--- config.mk ---
export PLATFORM = sky130hd
export DESIGN_NAME = printf_number_formatter
export DESIGN_NICKNAME = d
export VERILOG_FILES = /design/src/pfmt_pkg.sv /design/src/pfmt_datapath.sv /design/src/pfmt_ctrl.sv /design/src/printf_number_formatter.sv
export SDC_FILE = /design/constraint.sdc
export NUM_CORES = 1
export LEC_CHECK = 0
export BUFFER_PORTS_ARGS = -buffer_cell sky130_fd_sc_hd__clkbuf_2
export CORE_MARGIN = 2
export CORE_UTILIZATION = 40
export DETAILED_ROUTE_END_ITERATION = 7
export GPL_ROUTABILITY_DRIVEN = 0
export PLACE_DENSITY = 0.59
export SYNTH_ARGS = -nofsm -noshare
export SYNTH_HDL_FRONTEND = slang
export SYNTH_SLANG_ARGS = --single-unit
--- constraint.sdc ---
create_clock -name clk -period 9.62 [get_ports clk]
set_input_delay 0.962 -clock clk [delete_from_list [all_inputs] [get_ports clk]]
set_output_delay 0.962 -clock clk [all_outputs]
set_load 0.03 [all_outputs]
--- src/pfmt_pkg.sv ---
// ---------------------------------------------------------------------------
// pfmt_pkg: shared types and constants for the printf number formatter
// Command and status structs between controller and datapath, character
// codes, and the nibble-to-ASCII helper.
// ---------------------------------------------------------------------------
package pfmt_pkg;

	localparam int BYTE_W     = 8;
	localparam int ARG_W      = 64;
	localparam int COUNT_W    = 31;
	localparam int BIN_W      = 32;
	localparam int NIB_W      = 4;
	localparam int DEC_DIGITS = 10;
	localparam int BCD_W      = DEC_DIGITS * NIB_W;
	localparam int DIG_BUF_W  = 64;
	localparam int DIG_CNT_W  = 5;
	localparam int CONV_CNT_W = 5;
	localparam int S_TDATA_W  = BYTE_W + ARG_W;          // 72, whole bytes
	localparam int M_TDATA_W  = 40;                      // 8 + 31, padded

	localparam logic [DIG_CNT_W-1:0] HEX32_DIGITS = 5'd8;
	localparam logic [DIG_CNT_W-1:0] PTR_DIGITS   = 5'd16;
	localparam logic [DIG_CNT_W-1:0] DEC_LOAD_DIG = 5'd10;

	localparam logic [BYTE_W-1:0] CH_PERCENT = 8'h25;
	localparam logic [BYTE_W-1:0] CH_MINUS   = 8'h2D;
	localparam logic [BYTE_W-1:0] CH_ZERO    = 8'h30;
	localparam logic [BYTE_W-1:0] CH_LC_A    = 8'h61;
	localparam logic [BYTE_W-1:0] CH_UC_A    = 8'h41;
	localparam logic [BYTE_W-1:0] CH_LC_C    = 8'h63;
	localparam logic [BYTE_W-1:0] CH_LC_D    = 8'h64;
	localparam logic [BYTE_W-1:0] CH_LC_I    = 8'h69;
	localparam logic [BYTE_W-1:0] CH_LC_U    = 8'h75;
	localparam logic [BYTE_W-1:0] CH_LC_X    = 8'h78;
	localparam logic [BYTE_W-1:0] CH_UC_X    = 8'h58;
	localparam logic [BYTE_W-1:0] CH_LC_P    = 8'h70;

	typedef enum logic [1:0] {
		MODE_CHAR,
		MODE_DEC,
		MODE_HEX32,
		MODE_PTR
	} load_mode_t;

	typedef enum logic [1:0] {
		HELD_BYTE,
		HELD_ARG,
		HELD_PCT
	} held_sel_t;

	typedef enum logic [2:0] {
		EMIT_HELD,
		EMIT_MINUS,
		EMIT_ZERO,
		EMIT_X,
		EMIT_DIGIT
	} emit_sel_t;

	typedef struct packed {
		logic       accept;
		logic       clear_count;
		load_mode_t mode;
		held_sel_t  held;
		logic       negate;
		logic       upper;
		logic       emit;
		emit_sel_t  sel;
		logic       last;
		logic       conv_step;
		logic       skip;
	} ctl_cmd_t;

	typedef struct packed {
		logic out_free;
		logic conv_done;
		logic top_zero;
		logic ndig_one;
	} dp_sts_t;

	function automatic logic [BYTE_W-1:0] hex_char(input logic [NIB_W-1:0] nib,
			input logic upper);
		logic [BYTE_W-1:0] wide;
		wide = {{(BYTE_W-NIB_W){1'b0}}, nib};
		if (nib < 4'd10) begin
			hex_char = CH_ZERO + wide;
		end else if (upper) begin
			hex_char = CH_UC_A + wide - 8'd10;
		end else begin
			hex_char = CH_LC_A + wide - 8'd10;
		end
	endfunction

endpackage

--- src/pfmt_datapath.sv ---
// ---------------------------------------------------------------------------
// pfmt_datapath: argument registers, conversion unit and output register
// Holds the accepted argument, runs the binary-to-BCD shift-add-3 loop,
// walks the digit buffer from the top nibble, keeps the saturating count.
// ---------------------------------------------------------------------------
module pfmt_datapath #(
	parameter int POINTER_BITS = 64
) (
	input  logic                           clk,
	input  logic                           arst_n,
	input  pfmt_pkg::ctl_cmd_t             cmd,
	output pfmt_pkg::dp_sts_t              sts,
	input  logic [pfmt_pkg::BYTE_W-1:0]    byte_value,
	input  logic [pfmt_pkg::ARG_W-1:0]     arg_value,
	output logic                           m_tvalid,
	input  logic                           m_tready,
	output logic [pfmt_pkg::M_TDATA_W-1:0] m_tdata,
	output logic                           m_tlast
);

	localparam logic [pfmt_pkg::ARG_W-1:0] PTR_MASK =
		{pfmt_pkg::ARG_W{1'b1}} >> (pfmt_pkg::ARG_W - POINTER_BITS);
	localparam int DEC_PAD = pfmt_pkg::DIG_BUF_W - pfmt_pkg::BCD_W;

	logic [pfmt_pkg::BYTE_W-1:0]     held_q;
	logic                            upper_q;
	logic [pfmt_pkg::BIN_W-1:0]      bin_q;
	logic [pfmt_pkg::BCD_W-1:0]      bcd_q;
	logic [pfmt_pkg::CONV_CNT_W-1:0] cnt_q;
	logic [pfmt_pkg::DIG_BUF_W-1:0]  digits_q;
	logic [pfmt_pkg::DIG_CNT_W-1:0]  ndig_q;
	logic [pfmt_pkg::COUNT_W-1:0]    total_q;
	logic                            out_valid_q;
	logic [pfmt_pkg::BYTE_W-1:0]     out_char_q;
	logic [pfmt_pkg::COUNT_W-1:0]    out_count_q;
	logic                            out_last_q;

	logic [pfmt_pkg::BIN_W-1:0]      word;
	logic [pfmt_pkg::BCD_W-1:0]      bcd_adj;
	logic [pfmt_pkg::BCD_W-1:0]      bcd_next;
	logic [pfmt_pkg::COUNT_W-1:0]    total_inc;
	logic [pfmt_pkg::BYTE_W-1:0]     emit_char;
	logic [pfmt_pkg::NIB_W-1:0]      top_nib;

	assign word    = arg_value[pfmt_pkg::BIN_W-1:0];
	assign top_nib = digits_q[pfmt_pkg::DIG_BUF_W-1 -: pfmt_pkg::NIB_W];

	// add 3 to every BCD digit of five or more, then shift in the next bit
	always_comb begin
		for (int d = 0; d < pfmt_pkg::DEC_DIGITS; d++) begin
			if (bcd_q[d*pfmt_pkg::NIB_W +: pfmt_pkg::NIB_W] >= 4'd5) begin
				bcd_adj[d*pfmt_pkg::NIB_W +: pfmt_pkg::NIB_W] =
					bcd_q[d*pfmt_pkg::NIB_W +: pfmt_pkg::NIB_W] + 4'd3;
			end else begin
				bcd_adj[d*pfmt_pkg::NIB_W +: pfmt_pkg::NIB_W] =
					bcd_q[d*pfmt_pkg::NIB_W +: pfmt_pkg::NIB_W];
			end
		end
		bcd_next = {bcd_adj[pfmt_pkg::BCD_W-2:0], bin_q[pfmt_pkg::BIN_W-1]};
	end

	assign total_inc = (&total_q) ? total_q : total_q + 31'd1;

	always_comb begin
		unique case (cmd.sel)
			pfmt_pkg::EMIT_HELD:  emit_char = held_q;
			pfmt_pkg::EMIT_MINUS: emit_char = pfmt_pkg::CH_MINUS;
			pfmt_pkg::EMIT_ZERO:  emit_char = pfmt_pkg::CH_ZERO;
			pfmt_pkg::EMIT_X:     emit_char = pfmt_pkg::CH_LC_X;
			pfmt_pkg::EMIT_DIGIT: emit_char = pfmt_pkg::hex_char(top_nib, upper_q);
			default:              emit_char = held_q;
		endcase
	end

	// control registers
	always_ff @(posedge clk or negedge arst_n) begin
		if (!arst_n) begin
			cnt_q       <= '0;
			ndig_q      <= '0;
			total_q     <= '0;
			out_valid_q <= 1'b0;
		end else begin
			if (cmd.accept) begin
				cnt_q <= '0;
				if (cmd.clear_count) begin
					total_q <= '0;
				end
				if (cmd.mode == pfmt_pkg::MODE_HEX32) begin
					ndig_q <= pfmt_pkg::HEX32_DIGITS;
				end else if (cmd.mode == pfmt_pkg::MODE_PTR) begin
					ndig_q <= pfmt_pkg::PTR_DIGITS;
				end
			end
			if (cmd.conv_step) begin
				cnt_q <= cnt_q + 5'd1;
				if (sts.conv_done) begin
					ndig_q <= pfmt_pkg::DEC_LOAD_DIG;
				end
			end
			if (cmd.skip || (cmd.emit && cmd.sel == pfmt_pkg::EMIT_DIGIT)) begin
				ndig_q <= ndig_q - 5'd1;
			end
			if (cmd.emit) begin
				total_q     <= total_inc;
				out_valid_q <= 1'b1;
			end else if (m_tready) begin
				out_valid_q <= 1'b0;
			end
		end
	end

	// payload registers
	always_ff @(posedge clk) begin
		if (cmd.accept) begin
			upper_q <= cmd.upper;
			unique case (cmd.mode)
				pfmt_pkg::MODE_CHAR: begin
					unique case (cmd.held)
						pfmt_pkg::HELD_BYTE: held_q <= byte_value;
						pfmt_pkg::HELD_ARG:  held_q <= arg_value[pfmt_pkg::BYTE_W-1:0];
						pfmt_pkg::HELD_PCT:  held_q <= pfmt_pkg::CH_PERCENT;
						default:             held_q <= byte_value;
					endcase
				end
				pfmt_pkg::MODE_DEC: begin
					bin_q <= cmd.negate ? (32'd0 - word) : word;
					bcd_q <= '0;
				end
				pfmt_pkg::MODE_HEX32: begin
					digits_q <= {word, {(pfmt_pkg::DIG_BUF_W-pfmt_pkg::BIN_W){1'b0}}};
				end
				pfmt_pkg::MODE_PTR: begin
					digits_q <= arg_value & PTR_MASK;
				end
				default: begin
					held_q <= byte_value;
				end
			endcase
		end
		if (cmd.conv_step) begin
			bin_q <= {bin_q[pfmt_pkg::BIN_W-2:0], 1'b0};
			bcd_q <= bcd_next;
			if (sts.conv_done) begin
				digits_q <= {bcd_next, {DEC_PAD{1'b0}}};
			end
		end
		if (cmd.skip || (cmd.emit && cmd.sel == pfmt_pkg::EMIT_DIGIT)) begin
			digits_q <= {digits_q[pfmt_pkg::DIG_BUF_W-pfmt_pkg::NIB_W-1:0],
				{pfmt_pkg::NIB_W{1'b0}}};
		end
		if (cmd.emit) begin
			out_char_q  <= emit_char;
			out_count_q <= total_inc;
			out_last_q  <= cmd.last;
		end
	end

	assign sts.out_free  = !out_valid_q || m_tready;
	assign sts.conv_done = (cnt_q == 5'(pfmt_pkg::BIN_W - 1));
	assign sts.top_zero  = (top_nib == 4'd0);
	assign sts.ndig_one  = (ndig_q == 5'd1);

	assign m_tvalid = out_valid_q;
	assign m_tlast  = out_last_q;
	assign m_tdata  = {1'b0, out_count_q, out_char_q};

endmodule

--- src/pfmt_ctrl.sv ---
// ---------------------------------------------------------------------------
// pfmt_ctrl: format byte decoder and sequencing state machine
// Decodes each accepted byte, keeps the pending-percent flag and steps the
// datapath through prefix, conversion, zero skipping and digit output.
// ---------------------------------------------------------------------------
module pfmt_ctrl (
	input  logic                        clk,
	input  logic                        arst_n,
	input  logic                        s_tvalid,
	output logic                        s_tready,
	input  logic [pfmt_pkg::BYTE_W-1:0] byte_value,
	input  logic                        arg_sign,
	input  logic                        format_start,
	output pfmt_pkg::ctl_cmd_t          cmd,
	input  pfmt_pkg::dp_sts_t           sts
);

	localparam logic [2:0] ST_IDLE  = 3'd0;
	localparam logic [2:0] ST_CHAR  = 3'd1;
	localparam logic [2:0] ST_SIGN  = 3'd2;
	localparam logic [2:0] ST_P0    = 3'd3;
	localparam logic [2:0] ST_PX    = 3'd4;
	localparam logic [2:0] ST_CONV  = 3'd5;
	localparam logic [2:0] ST_SKIP  = 3'd6;
	localparam logic [2:0] ST_DIGIT = 3'd7;

	logic [2:0] state_q;
	logic [2:0] state_d;
	logic       pending_q;
	logic       pending_d;
	logic       pend;

	assign s_tready = (state_q == ST_IDLE);
	assign pend     = pending_q && !format_start;

	always_comb begin
		state_d         = state_q;
		pending_d       = pending_q;
		cmd             = '0;
		cmd.mode        = pfmt_pkg::MODE_CHAR;
		cmd.held        = pfmt_pkg::HELD_BYTE;
		cmd.sel         = pfmt_pkg::EMIT_HELD;
		unique case (state_q)
			ST_IDLE: begin
				if (s_tvalid) begin
					cmd.accept      = 1'b1;
					cmd.clear_count = format_start;
					if (!pend) begin
						if (byte_value == pfmt_pkg::CH_PERCENT) begin
							pending_d = 1'b1;
							state_d   = ST_IDLE;
						end else begin
							pending_d = 1'b0;
							state_d   = ST_CHAR;
						end
					end else begin
						pending_d = 1'b0;
						unique case (byte_value)
							pfmt_pkg::CH_LC_C: begin
								cmd.held = pfmt_pkg::HELD_ARG;
								state_d  = ST_CHAR;
							end
							pfmt_pkg::CH_PERCENT: begin
								cmd.held = pfmt_pkg::HELD_PCT;
								state_d  = ST_CHAR;
							end
							pfmt_pkg::CH_LC_D, pfmt_pkg::CH_LC_I: begin
								cmd.mode   = pfmt_pkg::MODE_DEC;
								cmd.negate = arg_sign;
								state_d    = arg_sign ? ST_SIGN : ST_CONV;
							end
							pfmt_pkg::CH_LC_U: begin
								cmd.mode = pfmt_pkg::MODE_DEC;
								state_d  = ST_CONV;
							end
							pfmt_pkg::CH_LC_X: begin
								cmd.mode = pfmt_pkg::MODE_HEX32;
								state_d  = ST_SKIP;
							end
							pfmt_pkg::CH_UC_X: begin
								cmd.mode  = pfmt_pkg::MODE_HEX32;
								cmd.upper = 1'b1;
								state_d   = ST_SKIP;
							end
							pfmt_pkg::CH_LC_P: begin
								cmd.mode = pfmt_pkg::MODE_PTR;
								state_d  = ST_P0;
							end
							default: begin
								state_d = ST_IDLE;
							end
						endcase
					end
				end
			end
			ST_CHAR: begin
				if (sts.out_free) begin
					cmd.emit = 1'b1;
					cmd.sel  = pfmt_pkg::EMIT_HELD;
					cmd.last = 1'b1;
					state_d  = ST_IDLE;
				end
			end
			ST_SIGN: begin
				if (sts.out_free) begin
					cmd.emit = 1'b1;
					cmd.sel  = pfmt_pkg::EMIT_MINUS;
					state_d  = ST_CONV;
				end
			end
			ST_P0: begin
				if (sts.out_free) begin
					cmd.emit = 1'b1;
					cmd.sel  = pfmt_pkg::EMIT_ZERO;
					state_d  = ST_PX;
				end
			end
			ST_PX: begin
				if (sts.out_free) begin
					cmd.emit = 1'b1;
					cmd.sel  = pfmt_pkg::EMIT_X;
					state_d  = ST_SKIP;
				end
			end
			ST_CONV: begin
				cmd.conv_step = 1'b1;
				if (sts.conv_done) begin
					state_d = ST_SKIP;
				end
			end
			ST_SKIP: begin
				if (sts.top_zero && !sts.ndig_one) begin
					cmd.skip = 1'b1;
				end else begin
					state_d = ST_DIGIT;
				end
			end
			ST_DIGIT: begin
				if (sts.out_free) begin
					cmd.emit = 1'b1;
					cmd.sel  = pfmt_pkg::EMIT_DIGIT;
					cmd.last = sts.ndig_one;
					if (sts.ndig_one) begin
						state_d = ST_IDLE;
					end
				end
			end
			default: begin
				state_d = ST_IDLE;
			end
		endcase
	end

	always_ff @(posedge clk or negedge arst_n) begin
		if (!arst_n) begin
			state_q   <= ST_IDLE;
			pending_q <= 1'b0;
		end else begin
			state_q   <= state_d;
			pending_q <= pending_d;
		end
	end

	a_emit_needs_room: assert property (@(posedge clk) disable iff (!arst_n)
		cmd.emit |-> sts.out_free)
		else $error("character emitted while output register is full");

	a_pending_only_on_accept: assert property (@(posedge clk) disable iff (!arst_n)
		!(s_tvalid && s_tready) |=> $stable(pending_q))
		else $error("percent flag changed without a transfer");

	a_conv_to_skip: assert property (@(posedge clk) disable iff (!arst_n)
		(state_q == ST_CONV && sts.conv_done) |=> (state_q == ST_SKIP))
		else $error("decimal conversion did not hand over to digit output");

	a_last_digit_ends_item: assert property (@(posedge clk) disable iff (!arst_n)
		(cmd.emit && cmd.last) |=> (state_q == ST_IDLE))
		else $error("controller kept busy after the final character");

endmodule

--- src/printf_number_formatter.sv ---
// ---------------------------------------------------------------------------
// printf_number_formatter: byte-serial printf conversion subset
// Echoes format bytes and expands %c %d %i %u %x %X %p %% into ASCII.
// ---------------------------------------------------------------------------
// Usage:
//   Slave channel: one format byte per transfer with its argument beside it;
//   s_tuser flags the first byte of a new format, which clears the running
//   count and any pending '%'. Master channel: one ASCII character per
//   transfer; m_tlast marks the final character caused by an input byte, and
//   the saturating count since format start rides in the upper tdata bits.
// Sequencing:
//   One byte is worked at a time; s_tready is high only between items.
//   Ordinary byte, %c, %%: accept, then emit. A lone '%' or unknown
//   conversion: accept only. %x/%X: accept, then leading-zero skip and
//   digit output over 8 digits. %p: accept, '0', 'x', then skip and output
//   over 16 digits. %d/%i/%u: accept, a '-' for a negative %d/%i, 32 BCD
//   shift steps (one per cycle), then skip and output over 10 digits.
// Stall and reset:
//   The output register holds a character until m_tready takes it, and the
//   sequencer waits on it; no character is dropped. The next byte is taken
//   while the last character of the previous one still waits. arst_n clears
//   the state machine, the pending flag, the count and the output valid.
// ---------------------------------------------------------------------------
module printf_number_formatter #(
	parameter int POINTER_BITS = 64
) (
	input  logic                           clk,
	input  logic                           arst_n,
	input  logic                           s_tvalid,
	output logic                           s_tready,
	// [7:0] format_byte, [71:8] argument_value
	input  logic [pfmt_pkg::S_TDATA_W-1:0] s_tdata,
	// [0] format_start
	input  logic                           s_tuser,
	output logic                           m_tvalid,
	input  logic                           m_tready,
	// [7:0] out_char, [38:8] chars_so_far, [39] zero
	output logic [pfmt_pkg::M_TDATA_W-1:0] m_tdata,
	// last_of_item
	output logic                           m_tlast
);

	pfmt_pkg::ctl_cmd_t cmd;
	pfmt_pkg::dp_sts_t  sts;

	logic [pfmt_pkg::BYTE_W-1:0] byte_value;
	logic [pfmt_pkg::ARG_W-1:0]  arg_value;

	// split the slave payload into its fields
	assign byte_value = s_tdata[pfmt_pkg::BYTE_W-1:0];
	assign arg_value  = s_tdata[pfmt_pkg::S_TDATA_W-1:pfmt_pkg::BYTE_W];

	// decoder and sequencer: sees the byte, the sign bit and the start flag
	pfmt_ctrl u_ctrl (
		.clk          (clk),
		.arst_n       (arst_n),
		.s_tvalid     (s_tvalid),
		.s_tready     (s_tready),
		.byte_value   (byte_value),
		.arg_sign     (arg_value[pfmt_pkg::BIN_W-1]),
		.format_start (s_tuser),
		.cmd          (cmd),
		.sts          (sts)
	);

	// argument registers, BCD converter, digit buffer and output register
	pfmt_datapath #(
		.POINTER_BITS (POINTER_BITS)
	) u_datapath (
		.clk        (clk),
		.arst_n     (arst_n),
		.cmd        (cmd),
		.sts        (sts),
		.byte_value (byte_value),
		.arg_value  (arg_value),
		.m_tvalid   (m_tvalid),
		.m_tready   (m_tready),
		.m_tdata    (m_tdata),
		.m_tlast    (m_tlast)
	);

endmodule
==> impl_metrics.yaml, run 1 <==
global_routing:
  antenna_found_initial: 0
  grt_pass1_vias: 9491
  grt_use_met2: 0.323
  busiest_layer: "met2"
  grt_util_all_layers: 0.189
  grt_use_met3: 0.0238
  met1_usage: 0.249
  grt_pass1_wl_um: 50500
  grt_max_degree: 89
  grt_overflow_total: 0
die:
  fp.dieW_um: 181
  design.core.area_um2: 30700
  io_pins: 120
  die_h_um: 181
  start_util: 0.407
  dieArea_um2: 32600
  rows: 64
clocking:
  htree_levels: 1
  numCtsBuffers: 27
  cts_num_sinks: 231
  cts-root-buf: "clkbuf_16"
  clkTransAtPathRegs_ns: 0.06
  cts_tree: "built"
  clockBufferDepth: 3
  post_cts.repair.setup_buffers: 0
  clkLatencyLatePin_ns: 0.54
  ctsResizeCount: 0
  ctsHoldBuffers: 0
yosys:
  syn_area_um2: 12500
  synth-seq-cells: 231
  syn_nets: 1416
  syn_avg_cell_area_um2: 9.54
  synth.distinct_cells: 78
  ys.flop_type: "edfxtp_1"
  synth-edff-count: 120
  synth_common_cells: "139 x a21oi_1, 132 x nand2_1, 121 x nor2_1"
  synth_top_area_share: 0.289
  yosys_warnings: 0
  ys_seq_area_frac: 0.485
  async_flop_share: 0.199
  synth_most_common_cell: "a21oi_1"
  synth_area_leaders: "edfxtp_1 29%, dfxtp_1 10%, dfrtp_1 9.2%, a21oi_1 5.6%, nand2_1 4.0%"
  syn-instance-count: 1309
  synth_top_area_cell: "edfxtp_1"
routing:
  num_vias: 10100
  routed_wl_um: 31500
  post_drt_wl_per_cell_um: 17.5
  drtAntennaViolNets: 0
  via_per_inst: 5.59
  dr.pass1.iters: 5
  drt_iter0_drc: 825
  drc: 0
status:
  outcome: "finished clean"
setup_path:
  criticalPathCategory: "in -> reg"
  start_kind: "input pin"
  worstPathRequired_ns: 9.79
  reg2reg_from: "u_ctrl.state_q[1]$_DFFE_PN0P_"
  worstPathMaxFanout: 43
  cp_data_arrival_time_ns: 4.95
  end_kind: "register"
  r2r_cells: 5
  r2r_end: "u_datapath.bin_q[8]$_DFFE_PP_"
  ff2ff_setup_slack_ns: 5.25
timing:
  worst_pin_slew_ns: 1.17
  hold_viol: 0
  finClkSkew_ns: 0.0212
  min_period_ns: 4.78
  relSlewSlack: 0.218
  setup_viol: 0
  timing.final.crit_share: 0.497
  slew_violations: 0
  rsz0062_at_grt: "no"
  fmax_mhz: 209
  hold-worst-slack_ns: 0.440
  fin_ws_ns: 4.84
  setup_tns_ns: 0
min_path:
  min_path_cells: 2
  hold_class: "reg -> reg"
  worstHoldStart: "u_datapath.digits_q[12]$_DFF_P_"
  holdPathEnd: "u_datapath.digits_q[16]$_DFF_P_"
finish:
  seqCellArea_um2: 6060
  diodes: 0
  multi_input_area_um2: 5920
  fillers: 2935
  nets: 1490
  drive_above_1_share: 0.142
  area_growth_pct: 13.5
flow_run:
  cap_violations: 0
placed_design:
  pre_cts_slack_ns: 4.29
  port_buffers: 118
  hpwl_um: 21900
power_and_ir_drop:
  p_per_area_nw_per_um2: 245
  leakage_nw: 5.55
  vdd_drop_max_mv: 0.156
area by class of cell:
type | instances | share of cell area
well taps | 396 | 0.0350
repair buffers | 130 | 0.0480
clock buffers | 36 | 0.0529
clock inverters | 13 | 0.00821
inverters | 39 | 0.0103
multi-input cells | 954 | 0.418
flip-flops and latches | 231 | 0.427
logic make-up after synthesis:
family          synth area share
compound gates             0.192
xor+xnor                  0.0505
fa+ha+maj                 0.0301
buf+inv                   0.0423
flops                      0.485
mux                       0.0323
other cells             0.000300
simple gates               0.167
flip-flops by register name (all words and copies together), names as in the netlist, 3 cells and up:
| name | cells |
|---|---|
| u_datapath.digits_q | 64 |
| u_datapath.bcd_q | 40 |
| u_datapath.total_q | 31 |
| u_datapath.ndig_q | 5 |
| u_datapath.out_count_q | 31 |
| u_datapath.out_char_q | 8 |
| u_datapath.cnt_q | 5 |
| u_ctrl.state_q | 3 |
| u_datapath.held_q | 8 |
| u_datapath.bin_q | 32 |
through the flow:
step	area, µm²	total power, W	std cells	utilization
detailed placement	13300	0.00249	1750	0.434
floorplan	12500	0.00220	1309	-
finish	14200	0.00347	1799	0.462
CTS	14200	0.00349	1799	0.462
global route	14200	0.00366	1799	0.462
global placement	13300	0.00247	1750	0.434
where the power goes:
group | switching (W) | internal, W
registers | 0.000121 | 0.00131
logic | 0.000734 | 0.000302
clock network | 0.000406 | 0.000597
total | 0.00126 | 0.00221
worst max path at each step:
| stage | startpoint | to | slack, ns | depth (start not counted) |
|---|---|---|---|---|
| after floorplan | s_tdata[2] | u_datapath.bcd_q[0]$_SDFFCE_PN0P_ | 5.59 | 7 |
| after global placement | s_tdata[5] | u_datapath.bin_q[7]$_DFFE_PP_ | 4.34 | 7 |
| after detailed placement | s_tdata[5] | u_datapath.bin_q[16]$_DFFE_PP_ | 4.29 | 7 |
| after CTS | s_tdata[5] | u_datapath.bcd_q[0]$_SDFFCE_PN0P_ | 4.84 | 7 |
| after global routing | s_tdata[5] | u_datapath.bin_q[15]$_DFFE_PP_ | 4.48 | 7 |
| final | s_tdata[5] | u_datapath.bin_q[8]$_DFFE_PP_ | 4.84 | 7 |
layout by cell type (no fill, tap or decap), types with 6 or more instances in the layout:
cell / instances
a21oi_1: 138
nand2_1: 131
nor2_1: 121
edfxtp_1: 120
clkbuf_2: 118
o21ai_0: 95
dfxtp_1: 65
dfrtp_1: 46
xnor2_1: 42
a221oi_1: 39
inv_1: 38
xor2_1: 30
ha_1: 30
mux2i_1: 29
clkbuf_16: 27
nor3b_1: 22
nor3_1: 22
nand3_1: 21
a31oi_1: 20
a22oi_1: 20
nand2b_1: 19
nand4_1: 14
buf_4: 12
o31ai_1: 11
nor2b_1: 10
a22o_1: 10
mux2_2: 10
a211oi_1: 9
a21o_1: 8
o22ai_1: 8
and3_1: 7
nor4_1: 7
and2_1: 7
and4_1: 6
critical path, stage by stage:
cell and delay (ns):
clkbuf_2 0.13, nor4bb_1 0.60, o21a_2 0.25, buf_4 0.49
nand3b_1 0.91, nand2_2 0.96, buf_4 0.59
layer usage:
metal	vias up	routed length, µm
li1	4957	-
met4	0	796
met2	263	15200
met1	4785	14000
met5	-	0
met3	54	1520
(Power assumes the default switching activity.)
==> run 2, diff against run 1 <==
==> constraint.sdc (replaced) <==
create_clock -name clk -period 4.85 [get_ports clk]
set_input_delay 0.485 -clock clk [delete_from_list [all_inputs] [get_ports clk]]
set_output_delay 0.485 -clock clk [all_outputs]
set_load 0.03 [all_outputs]
==> impl_metrics.yaml, run 2 (same netlist as run 1, synthesis figures left out) <==
global_routing:
  grt_pass1_wl_um: 52000
  grt_overflow_total: 0
  grt_util_all_layers: 0.193
  antenna_found_initial: 1
  grt_max_degree: 89
  grt_pass1_vias: 9726
placed_design:
  pre_cts_slack_ns: 1.52
  placed_area_um2: 13300
  hpwl_um: 22100
  port_buffers: 118
timing:
  relSlewSlack: 0.264
  slew_violations: 0
  min_period_ns: 3.14
  finClkSkew_ns: 0.0225
  timing.final.crit_share: 0.648
  setup_viol: 0
  fin_ws_ns: 1.71
  hold_viol: 0
  setup_tns_ns: 0
  fmax_mhz: 318
  worst_pin_slew_ns: 1.10
  rsz0062_at_grt: "no"
die:
  die_h_um: 181
  fp.dieW_um: 181
  dieArea_um2: 32600
  start_util: 0.407
  rows: 64
  io_pins: 120
  design.core.area_um2: 30700
setup_path:
  worstPathRequired_ns: 5.33
  reg2reg_from: "u_ctrl.state_q[1]$_DFFE_PN0P_"
  r2r_cells: 7
  worstPathMaxFanout: 22
  crit_buf_inv: 1
  start_kind: "register"
  cp_top_family: "simple AND/OR/NAND/NOR gates"
  ff2ff_setup_slack_ns: 1.71
  criticalPathCategory: "reg -> reg"
  r2r_end: "u_datapath.digits_q[9]$_DFF_P_"
  end_kind: "register"
  crit_slowest_cell: "or4b_1"
  cp_data_arrival_time_ns: 3.62
  cp_cell_sequence: "or4b_1 > nor2_8 > and2_1 > and2_0 > buf_4 > a22oi_1 > nand2_1"
  cpPeakStageDelay_ns: 0.80
finish:
  nets: 1492
  most-common-layout-cells: "138 x a21oi_1, 131 x nand2_1, 121 x nor2_1"
  area_growth_pct: 13.8
  fin_area_um2: 14200
  reg_top3: "u_datapath.digits_q x64, u_datapath.bcd_q x40, u_datapath.bin_q x32"
  largest_reg_flops: 64
  fin_util: 0.463
  drive_above_1_share: 0.144
  top_register: "u_datapath.digits_q"
  layout_commonest_cell: "a21oi_1"
  diodes: 0
routing:
  num_vias: 10100
  drt_iter0_drc: 730
  drc: 0
  via_per_inst: 5.61
  drtAntennaViolNets: 0
  dr.pass1.iters: 5
  routed_wl_um: 32200
  post_drt_wl_per_cell_um: 17.9
power_and_ir_drop:
  leakage_nw: 5.56
  seq_power_share: 0.411
  p_sw_frac: 0.366
  intPower_w: 0.00437
  combPwrFrac: 0.299
  p_clk_frac: 0.290
  p_per_area_nw_per_um2: 486
  vdd_drop_max_mv: 0.261
  switchingPower_w: 0.00253
clocking:
  cts_num_sinks: 231
  post_cts.repair.setup_buffers: 0
  cts-root-buf: "clkbuf_16"
  clkTransAtPathRegs_ns: 0.06
  clkLatencyLatePin_ns: 0.54
  clockBufferDepth: 3
  ctsHoldBuffers: 0
  cts_tree: "built"
  numCtsBuffers: 27
  ctsResizeCount: 0
  htree_levels: 1
status:
  outcome: "finished clean"
min_path:
  hold_class: "in -> async"
flow_run:
  cap_violations: 0
==> run 2: cell count changes in the layout (fill, tap and decap cells not counted), sizes merged <==
cell / previous run / this run
buf: 12 / 14
bufinv: 2 / 0
clkbuf: 154 / 160
clkinv: 9 / 4
clkinvlp: 1 / 3
==> run 2: worst reg2reg max path: stages, from the launching register on <==
cell	delay [ns]
dfrtp_1	0.60
or4b_1	0.80
nor2_8	0.23
and2_1	0.20
and2_0	0.61
buf_4	0.36
a22oi_1	0.12
nand2_1	0.13
==> run 2: worst max path at each step <==
stage | startpoint | end | cells after the start
2_1_floorplan | u_ctrl.state_q[2]$_DFFE_PN0P_ | u_datapath.bcd_q[0]$_SDFFCE_PN0P_ | 7
3_3_place_gp | s_tdata[1] | u_datapath.digits_q[6]$_DFF_P_ | 8
3_5_place_dp | s_tdata[1] | u_datapath.digits_q[9]$_DFF_P_ | 8
4_1_cts | u_ctrl.state_q[1]$_DFFE_PN0P_ | u_datapath.digits_q[9]$_DFF_P_ | 7
5_1_grt | u_ctrl.state_q[1]$_DFFE_PN0P_ | u_datapath.total_q[11]$_DFFE_PN0P_ | 8
6_report | u_ctrl.state_q[1]$_DFFE_PN0P_ | u_datapath.digits_q[9]$_DFF_P_ | 7
==> run 2: power by group through the flow <==
stage | logic (W) | registers, W | clock network [W]
floorplan | 0.00124 | 0.00312 | 0
global placement | 0.00205 | 0.00286 | 0
detailed placement | 0.00207 | 0.00287 | 0
CTS | 0.00208 | 0.00283 | 0.00204
global route | 0.00229 | 0.00289 | 0.00212
finish | 0.00207 | 0.00283 | 0.00200
==> run 2: area by class of cell <==
| cell class | count | area, µm² |
|---|---|---|
| Clock buffer | 42 | 835 |
| Inverter | 39 | 146 |
| Timing Repair Buffer | 132 | 696 |
| Multi-Input combinational cell | 954 | 5920 |
| Fill cell | 2935 | 16500 |
| Clock inverter | 8 | 53.8 |
| Sequential cell | 231 | 6060 |
| Tap cell | 396 | 495 |
==> run 2: per-stage QoR <==
stage / hold WS (ns) / std cells / power, W
finish: 0.0637 / 1802 / 0.00690
global route: 0.130 / 1802 / 0.00730
CTS: 0.0724 / 1802 / 0.00696
detailed placement: 0.432 / 1752 / 0.00494
global placement: 0.427 / 1752 / 0.00491
floorplan: 0.189 / 1309 / 0.00436
==> run 2: metal layers <==
metal | up-vias | wire length [µm] | GRT usage
li1 | 4957 | - | -
met1 | 4827 | 14500 | 0.261
met3 | 54 | 1430 | 0.0251
met2 | 269 | 15300 | 0.326
met5 | - | 13 | 0
met4 | 2 | 936 | 0.0561
==> run 3, diff against run 2 <==
--- a/config.mk
+++ b/config.mk
@@ -10,7 +10,7 @@
 export CORE_UTILIZATION = 40
 export DETAILED_ROUTE_END_ITERATION = 7
 export GPL_ROUTABILITY_DRIVEN = 0
-export PLACE_DENSITY = 0.59
+export PLACE_DENSITY = 0.61
 export SYNTH_ARGS = -nofsm -noshare
 export SYNTH_HDL_FRONTEND = slang
 export SYNTH_SLANG_ARGS = --single-unit
==> constraint.sdc (replaced) <==
create_clock -name clk -period 2.6 [get_ports clk]
set_input_delay 0.26 -clock clk [delete_from_list [all_inputs] [get_ports clk]]
set_output_delay 0.26 -clock clk [all_outputs]
set_load 0.03 [all_outputs]
==> impl_metrics.yaml, run 3 (same netlist as run 1, synthesis figures left out) <==
status:
  outcome: "finished clean"
setup_path:
  worstPathRequired_ns: 2.85
  worstPathMaxFanout: 6
  cp_cell_sequence: "ha_1 > nand2_1 > nand4b_1 > nor3_1 > buf_4 > nor3b_1 > xor2_1"
  crit_slowest_cell: "dfrtp_1"
  cp_data_arrival_time_ns: 2.66
  end_kind: "register"
  criticalPathCategory: "reg -> reg"
  cpPeakStageDelay_ns: 0.44
  start_kind: "register"
clocking:
  clkTransAtPathRegs_ns: 0.06
  htree_levels: 1
  cts_num_sinks: 231
  cts-root-buf: "clkbuf_16"
  clockBufferDepth: 3
  numCtsBuffers: 26
  post_cts.repair.setup_buffers: 0
  clkLatencyLatePin_ns: 0.54
  cts_tree: "built"
power_and_ir_drop:
  switchingPower_w: 0.00478
  seq_power_share: 0.385
  p_clk_frac: 0.298
  intPower_w: 0.00862
  leakage_nw: 5.86
  p_sw_frac: 0.357
  combPwrFrac: 0.317
  finalPower_w: 0.0134
  p_per_area_nw_per_um2: 911
  vdd_drop_max_mv: 0.496
die:
  io_pins: 120
  design.core.area_um2: 30700
  rows: 64
  fp.dieW_um: 181
  dieArea_um2: 32600
  start_util: 0.407
  die_h_um: 181
timing:
  rsz0062_at_grt: "no"
  hold-worst-slack_ns: 0.0221
  setup_viol: 0
  finClkSkew_ns: 0.0168
  slew_violations: 0
  worst_pin_slew_ns: 0.768
  relSlewSlack: 0.488
  min_period_ns: 2.41
  fmax_mhz: 415
  timing.final.crit_share: 0.926
  setup_tns_ns: 0
  hold_viol: 0
finish:
  fin_area_um2: 14700
  most-common-layout-cells: "138 x a21oi_1, 130 x nand2_1, 121 x nor2_1"
  nets: 1538
  reg_top3: "u_datapath.digits_q x64, u_datapath.bcd_q x40, u_datapath.bin_q x32"
  top_register: "u_datapath.digits_q"
  multi_input_area_um2: 5930
  area_growth_pct: 17.9
  fillers: 2904
  layout_commonest_cell: "a21oi_1"
  drive_above_1_share: 0.173
  seqCellArea_um2: 6060
  diodes: 0
  largest_reg_flops: 64
global_routing:
  grt_util_all_layers: 0.195
  grt_pass1_vias: 9759
  grt_overflow_total: 0
  grt_max_degree: 70
  antenna_found_initial: 0
  grt_pass1_wl_um: 52600
placed_design:
  port_buffers: 118
  placed_area_um2: 13700
  hpwl_um: 22800
routing:
  via_per_inst: 5.56
  post_drt_wl_per_cell_um: 17.5
  drtAntennaViolNets: 0
  dr.pass1.iters: 6
  drc: 0
  drt_iter0_drc: 840
  routed_wl_um: 32400
  num_vias: 10300
flow_run:
  cap_violations: 0
min_path:
  hold_class: "in -> reg"
## run 3: cell types whose count changed in the layout (fill, tap and decap cells not counted), moves of 3 or more
| cell | delta |
|---|---|
| buf_12 | +7 |
| buf_4 | +38 |
| bufinv_16 | +3 |
| clkbuf_1 | -3 |
| clkbuf_8 | -3 |
| clkinvlp_4 | -3 |
## run 3: metal layers
metal	global-route usage	vias up	wire length, µm
li1	-	5043	-
met1	0.262	4906	14400
met2	0.334	276	15700
met3	0.0236	52	1530
met4	0.0497	0	694
met5	0	-	0
## run 3: layout make-up
class,instances,share of cell area
well taps,396,0.0337
clock inverters,11,0.00952
repair buffers,179,0.0775
clock buffers,37,0.0548
inverters,39,0.00995
flip-flops and latches,231,0.411
multi-input cells,954,0.403
## run 3: power groups by stage
stage / Combinational [W] / Sequential (W) / Clock, W
final: 0.00424 / 0.00516 / 0.00400
after global routing: 0.00468 / 0.00523 / 0.00421
after CTS: 0.00428 / 0.00516 / 0.00405
after detailed placement: 0.00426 / 0.00523 / 0
after global placement: 0.00420 / 0.00521 / 0
after floorplan: 0.00232 / 0.00579 / 0
## run 3: path summary, 6_finish.rpt
kind / start / to / slack, ns / depth (start not counted)
max reg2reg: u_datapath.total_q[0]$_DFFE_PN0P_ / u_datapath.out_count_q[6]$_DFFE_PP_ / 0.19 / 7
min: s_tdata[61] / u_datapath.digits_q[53]$_DFF_P_ / 0.02 / 3
min in group asynchronous: arst_n / u_datapath.total_q[4]$_DFFE_PN0P_ / 0.40 / 3
max: u_datapath.total_q[0]$_DFFE_PN0P_ / u_datapath.out_count_q[6]$_DFFE_PP_ / 0.19 / 7
max in group asynchronous: arst_n / u_datapath.ndig_q[0]$_DFF_PN0_ / 1.78 / 3
min reg2reg: u_datapath.digits_q[3]$_SDFF_PP0_ / u_datapath.digits_q[7]$_DFF_P_ / 0.44 / 2
## run 3: what timing repair did
item,in CTS,in global routing
hold buffers,2,0
endpoints found under the setup margin,0,7
resized for setup,0,2
hold endpoints to repair,47,0
## run 3: critical path, delay by kind of cell, from the launching register on
kind	cells	cell delay [ns]
flip-flops	1	0.44
AND/OR/NAND/NOR	4	1.04
XOR/XNOR	1	0.16
buffers and inverters	1	0.22
adder cells (fa/ha/maj)	1	0.29
## run 3: through the flow
| step | std cells | worst slack [ns] | utilization |
|---|---|---|---|
| 6_report | 1847 | 0.191 | 0.480 |
| 5_1_grt | 1847 | 0.0317 | 0.480 |
| 4_1_cts | 1847 | 0.160 | 0.480 |
| 3_5_place_dp | 1797 | 0.170 | 0.448 |
| 3_3_place_gp | 1797 | 0.229 | 0.448 |
| 2_1_floorplan | 1309 | 0.0109 | - |
